$ cat config.mk
export PLATFORM = sky130hd
export DESIGN_NAME = ptd_mul
export DESIGN_NICKNAME = d
export VERILOG_FILES = /design/src/design/ptd_pkg.sv /design/src/design/ptd_mul.sv
export SDC_FILE = /design/constraint.sdc
export NUM_CORES = 2
export LEC_CHECK = 0
export BUFFER_PORTS_ARGS = -buffer_cell sky130_fd_sc_hd__buf_4
export CELL_PAD_IN_SITES_DETAIL_PLACEMENT = 0
export CELL_PAD_IN_SITES_GLOBAL_PLACEMENT = 1
export CORE_ASPECT_RATIO = 0.7
export CORE_MARGIN = 3
export CORE_UTILIZATION = 52
export DETAILED_ROUTE_END_ITERATION = 8
export PLACE_DENSITY = 0.82
export SLEW_MARGIN = 40
export SYNTH_ARGS = -nofsm -noshare
export SYNTH_HDL_FRONTEND = slang
export SYNTH_SLANG_ARGS = --single-unit
$ cat constraint.sdc
create_clock -name clk -period 10.9 [get_ports clk]
set_clock_uncertainty 0.15 [all_clocks]
set_input_delay 0.545 -clock clk [delete_from_list [all_inputs] [get_ports clk]]
set_output_delay 0.545 -clock clk [all_outputs]
set_load 0.02 [all_outputs]
$ cat src/design/ptd_pkg.sv
// ----------------------------------------------------------------------------
// ptd_pkg: shared types and widths of the point to triangle distance unit
// Payload structs, region codes and the internal word widths of the pipeline.
// ----------------------------------------------------------------------------
package ptd_pkg;

  // coordinate and difference widths
  localparam int COORD_W   = 32;
  localparam int DIFF_W    = COORD_W + 1;
  // digit width of the pipelined multipliers
  localparam int MUL_DIG   = 16;
  // dot products of differences, triangle normal components
  localparam int DOT_W     = 2 * DIFF_W + 2;
  localparam int NRM_W     = 2 * DIFF_W + 1;
  // operands of the second multiplier tier
  localparam int OPB_W     = DOT_W + 1;
  // normal dot ap, its square, and the distance denominator
  localparam int NP_W      = 103;
  localparam int NUM_W     = 2 * NP_W;
  localparam int DEN_W     = 136;
  // result bits of the root
  localparam int ROOT_BITS = 32;

  typedef enum logic [2:0] {
    REGION_A    = 3'd0,
    REGION_B    = 3'd1,
    REGION_AB   = 3'd2,
    REGION_C    = 3'd3,
    REGION_AC   = 3'd4,
    REGION_BC   = 3'd5,
    REGION_FACE = 3'd6
  } region_t;

  typedef struct packed {
    logic signed [COORD_W-1:0] px;
    logic signed [COORD_W-1:0] py;
    logic signed [COORD_W-1:0] pz;
    logic signed [COORD_W-1:0] ax;
    logic signed [COORD_W-1:0] ay;
    logic signed [COORD_W-1:0] az;
    logic signed [COORD_W-1:0] bx;
    logic signed [COORD_W-1:0] by_coord;
    logic signed [COORD_W-1:0] bz;
    logic signed [COORD_W-1:0] cx;
    logic signed [COORD_W-1:0] cy;
    logic signed [COORD_W-1:0] cz;
  } req_t;

  typedef struct packed {
    logic [ROOT_BITS-1:0] distance;
    region_t              region;
  } rsp_t;

endpackage

$ cat src/design/ptd_mul.sv
// ----------------------------------------------------------------------------
// ptd_mul: pipelined signed multiplier
// Sign-magnitude, one 16-bit digit of b per stage, between an entry and a sign stage.
// ----------------------------------------------------------------------------
module ptd_mul import ptd_pkg::*; #(
  parameter int WA = 33,
  parameter int WB = 33
) (
  input  logic                  clk,
  input  logic                  en,
  input  logic signed [WA-1:0]  a,
  input  logic signed [WB-1:0]  b,
  output logic signed [WA+WB-1:0] p
);

  localparam int N   = (WB + MUL_DIG - 1) / MUL_DIG;
  localparam int WBP = N * MUL_DIG;
  localparam int WP  = WA + WB;
  localparam int PPW = WA + MUL_DIG;

  logic [WA-1:0]  ma [N];
  logic [WBP-1:0] mb [N];
  logic           ng [N+1];
  logic [WP-1:0]  acc [N+1];
  logic [PPW-1:0] pp [N];
  logic [WA-1:0]  amag;
  logic [WB-1:0]  bmag;

  // operand magnitudes
  always_comb begin
    amag = a[WA-1] ? $unsigned(-a) : $unsigned(a);
    bmag = b[WB-1] ? $unsigned(-b) : $unsigned(b);
  end

  // entry stage
  always_ff @(posedge clk) begin
    if (en) begin
      ma[0]  <= amag;
      mb[0]  <= WBP'(bmag);
      ng[0]  <= a[WA-1] ^ b[WB-1];
      acc[0] <= '0;
    end
  end

  // one digit per stage
  for (genvar i = 0; i < N; i++) begin : g_step
    assign pp[i] = PPW'(ma[i]) * PPW'(mb[i][i*MUL_DIG +: MUL_DIG]);
    always_ff @(posedge clk) begin
      if (en) begin
        acc[i+1] <= acc[i] + (WP'(pp[i]) << (i * MUL_DIG));
        ng[i+1]  <= ng[i];
      end
    end
    if (i < N - 1) begin : g_pass
      always_ff @(posedge clk) begin
        if (en) begin
          ma[i+1] <= ma[i];
          mb[i+1] <= mb[i];
        end
      end
    end
  end

  // apply sign
  always_ff @(posedge clk) begin
    if (en) begin
      p <= ng[N] ? -$signed(acc[N]) : $signed(acc[N]);
    end
  end

endmodule

# ---- Word-level counts from Yosys, hierarchy flattened
# Memory sizes are Yosys's and may differ from the RTL's.
# Cells that the tools add are included.
dict set report classes {
  n_bitwise 1
  add_sub_neg 6
  muxes 5
  multipliers 3
}
# operator count
set op_table {}
lappend op_table {{$mul A33 B16 Y49} 2}
lappend op_table {{$add A66 B49 Y66} 1}
lappend op_table {{$add A66 B65 Y66} 1}
lappend op_table {{$add A66 B66 Y66} 1}
lappend op_table {{$mux W33} 2}
lappend op_table {{$mux W66} 1}
lappend op_table {{$neg A33 Y33} 2}
lappend op_table {{$neg A66 Y66} 1}
lappend op_table {{$mul A33 B16 Y34} 1}
lappend op_table {{$mux W1} 2}
lappend op_table {{$xor A1 B1 Y1} 1}
dict set report word_totals {
  ram_bits 511
  reg_bits 66
  in_bits 68
  out_inout_bits 66
  mem_count 4
}
# memory words width rd rd_ports_with_merged_regs wr line_no
set mem_list {}
lappend mem_list {acc 4 66 4 0 4 ptd_mul.sv:24} ;# logic [WP-1:0] acc [N+1];
lappend mem_list {mb 3 48 3 0 3 ptd_mul.sv:22} ;# logic [WBP-1:0] mb [N];
lappend mem_list {ma 3 33 3 0 3 ptd_mul.sv:21} ;# logic [WA-1:0] ma [N];
lappend mem_list {ng 4 1 4 0 4 ptd_mul.sv:23} ;# logic ng [N+1];

# ---- Logic depth before layout (Yosys ltp)
dict set report depth {
  word_depth 2
  depth_mapped 37
}

# ---- Worst setup path after synthesis
# No wires, ideal clock.
dict set report synth_timing {
  path_type {reg2reg}
  startpoint {memory ma[1][6], in the netlist ma[0][39]}
  endpoint {memory acc[2][64] in the netlist's numbering (data pin)}
  path_buffers 1
  path_slack_ns 1.939
  arrival_time_ns 8.548
  setup_ns 0.264
  stages_incl_launch_ff 34
  cell_sequence {edfxtp_1 > clkbuf_1 > and2_1 > fa_1 > inv_1 > fa_1 > fa_1 > inv_1 > fa_1 > fa_1 > inv_1 > fa_1 > inv_1 > ha_1 > a21o_1 > a31o_2 > a41o_1 > and2_1 > o21ai_0 > nand2b_1 > and2_1 > a21boi_0 > xnor2_1 > ha_1 > nand2_1 > nor2_1 > nand2_1 > o21ai_0 > o31ai_1 > o41ai_1 > o2111ai_1 > a2111oi_0 > nand4_1 > xor2_1}
}
# item line_no
set synth_rtl {}
lappend synth_rtl {{start, declared} ptd_mul.sv:21}
lappend synth_rtl {{end, declared} ptd_mul.sv:24}

==> results by group <==
Outcome
  – Status: finished clean

Logic synthesis
  – Post-synth top flop: edfxtp_1
  – YS warnings: 0
  – Synth Cell Area: 51200 µm²
  – Post-Syn Instances: 5093
  – Register area share after synthesis: 23.7%
  – Async SR Flop Fraction: 0%
  – Synth top area cells: fa_1 34%, edfxtp_1 24%, ha_1 7.9%
  – Syn Area/Cell: 10.1 µm²
  – Number of enable flip-flop cells after synthesis: 404
  – Commonest cells in the netlist: 923 x inv_1, 867 x fa_1, 825 x nand2_1
  – Area leader, netlist: fa_1
  – Top cell type's share of synthesized area: 33.9%
  – Synthesized flop and latch total: 404
  – Syn_nets: 6351
  – Top-count cell post-synth: inv_1
  – Netlist cell types: 66

Setup path
  – CP Buf/Inv Count: 5
  – Delay-heaviest family, CP: adder cells
  – Worst-path cell with the longest stage delay: edfxtp_1
  – CP peak stage delay: 0.71 ns
  – Crit path max fanout: 17
  – Crit path DAT: 9.90 ns
  – Crit-path most repeated cell: fa_1
  – CP startpoint kind: flop
  – CP required: 11.08 ns
  – CP Capture Type: flop
  – Crit Path Category: reg -> reg

CTS
  – H-tree depth: 2
  – Clk slew on worst S/H paths: 0.07 ns
  – Root Buffer: clkbuf_16
  – Clock Latency Late Sink: 0.60 ns
  – # clock sinks: 404
  – Max clock buf depth: 3
  – Num CTS Buffers: 42
  – Post-CTS Setup Bufs: 0
  – CTS tree: done

Global routing
  – Largest net degree at the start of global routing: 99
  – Met3 Track Usage GR: 11.5%
  – Met2 Track Usage GR: 36.8%
  – GRT busiest layer: met1
  – First-pass GRT wire length: 215000 µm
  – Initial antenna violation count: 6
  – GR Util met1: 41.7%
  – Vias in the first global route: 36.7k
  – Remaining Overflow, GRT: 0
  – Tot GR Track Use: 27.5%

Place
  – Final HPWL DP: 108000 µm
  – Buffers on Ports: 133
  – Placed Cells: 6430
  – GPL Wtd Cong: 0.938
  – Dpl ws: 1.13 ns

Finish
  – FF/Latch Area: 12100 µm²
  – Area Overhead vs Synth: 8.02%
  – Util after Layout: 57.2%
  – Footprint of the multi-input gates: 34900 µm²
  – Fill cell count: 8452
  – Finished Layout Cells: 6513
  – Share of cells above drive strength 1: 6.40%
  – Final Net Count: 6431

Timing
  – Slew Limit Fails: 0
  – Worst slew pin tran: 0.913 ns
  – Max Fclk: 103 MHz
  – Min Tclk post-route: 9.72 ns
  – Final WS setup: 1.18 ns
  – Tcrit/Tclk final: 89.2%
  – Setup violators final: 0
  – Total negative setup slack: 0 ns
  – Final Hold Vio Count: 0
  – RSZ-0062 raised after global routing: false
  – Headroom to the max-slew limit: 39.1%

Die
  – Initial core utilization: 52.9%
  – Die width: 381 µm
  – Die ar.: 102000 µm²
  – # rows: 95
  – Core area: 96800 µm²
  – Die height: 269 µm
  – I/O Pins: 134

Min path
  – Hold Path Class: in -> reg

Job
  – MaxCap Viol Count: 0

Drt
  – Starting DRT DRC Count: 2927
  – ANT nets after route: 0
  – # DRC: 0
  – Via Count: 35.6k
  – DRT Pass-1 Iters: 5
  – DR WL/cell: 21.0 µm
  – Avg Vias per Cell: 5.47
  – Final wirelength: 137000 µm
## final timing paths
check	from	endpoint	slack (ns)	depth (start not counted)
setup reg to reg	ma[0][39]$_DFFE_PP_	acc[2][64]$_DFFE_PP_	1.18	33
hold / removal	b[2]	mb[0][2]$_DFFE_PP_	0.11	2
setup / recovery	ma[0][39]$_DFFE_PP_	acc[2][64]$_DFFE_PP_	1.18	33
hold reg to reg	mb[0][31]$_DFFE_PP_	mb[0][79]$_DFFE_PP_	0.25	0
## state kept, by name, summed over array words and instances (netlist names)
signal  count
ng          4
ma         99
mb         51
acc       184
p          66
## per-layer routing
layer | wire length (µm) | share of wire (%)
met5 | 33 | 0.024
met4 | 2430 | 1.8
met3 | 18600 | 14
met2 | 52200 | 38
met1 | 63600 | 46
## repair_timing
action	CTS	global route
endpoints found under the hold margin	2	0
resized for setup	0	0
hold buffers	2	0
## kinds of logic after synthesis
group | count (synthesis) | synth area share [%]
simple gates | 1549 | 14.6
fa+ha+maj | 1190 | 41.8
buf+inv | 1122 | 8.23
compound gates | 541 | 6.80
flops | 404 | 23.7
xor+xnor | 285 | 4.88
mux | 2 | 0.0391
## stage by stage
| step | area, µm² | hold WS (ns) |
|---|---|---|
| after CTS | 55200 | 0.0702 |
| after floorplan | 51200 | 0.250 |
| final | 55300 | 0.109 |
| after detailed placement | 53900 | 0.255 |
| after global routing | 55300 | 0.0850 |
| after global placement | 53700 | 0.251 |
## area by class of cell
cell class	count	share of cell area (%)
Sequential cell	404	21.9
Timing Repair Buffer	235	3.49
Inverter	923	6.26
Multi-Input combinational cell	3567	63.1
Clock buffer	49	1.95
Tap cell	1309	2.96
Antenna cell	3	0.0136
Clock inverter	23	0.333
## cells in the final DEF, fill, tap and decap left out, drive strengths merged, types with 4 or more instances in the layout
master,count
or4,26
o31ai,36
a21o,79
or3,25
a2111oi,7
and3,21
and4,4
a31o,8
nand4,17
o31a,4
nand2b,20
or2,17
nor4,9
fa,867
clkbuf,50
a21boi,4
a21oi,145
nor3,22
buf,232
inv,929
nor2,82
xor2,64
ha,323
o21a,26
clkinv,15
nand2,825
and2,408
nor2b,23
o211ai,13
a211oi,10
edfxtp,404
a31oi,11
o21ai,126
xnor2,221
o21bai,21
nand3,37
o41ai,23
Power is not shown: default switching activity piles up to over one toggle a cycle in this logic, so the estimate is an artifact.
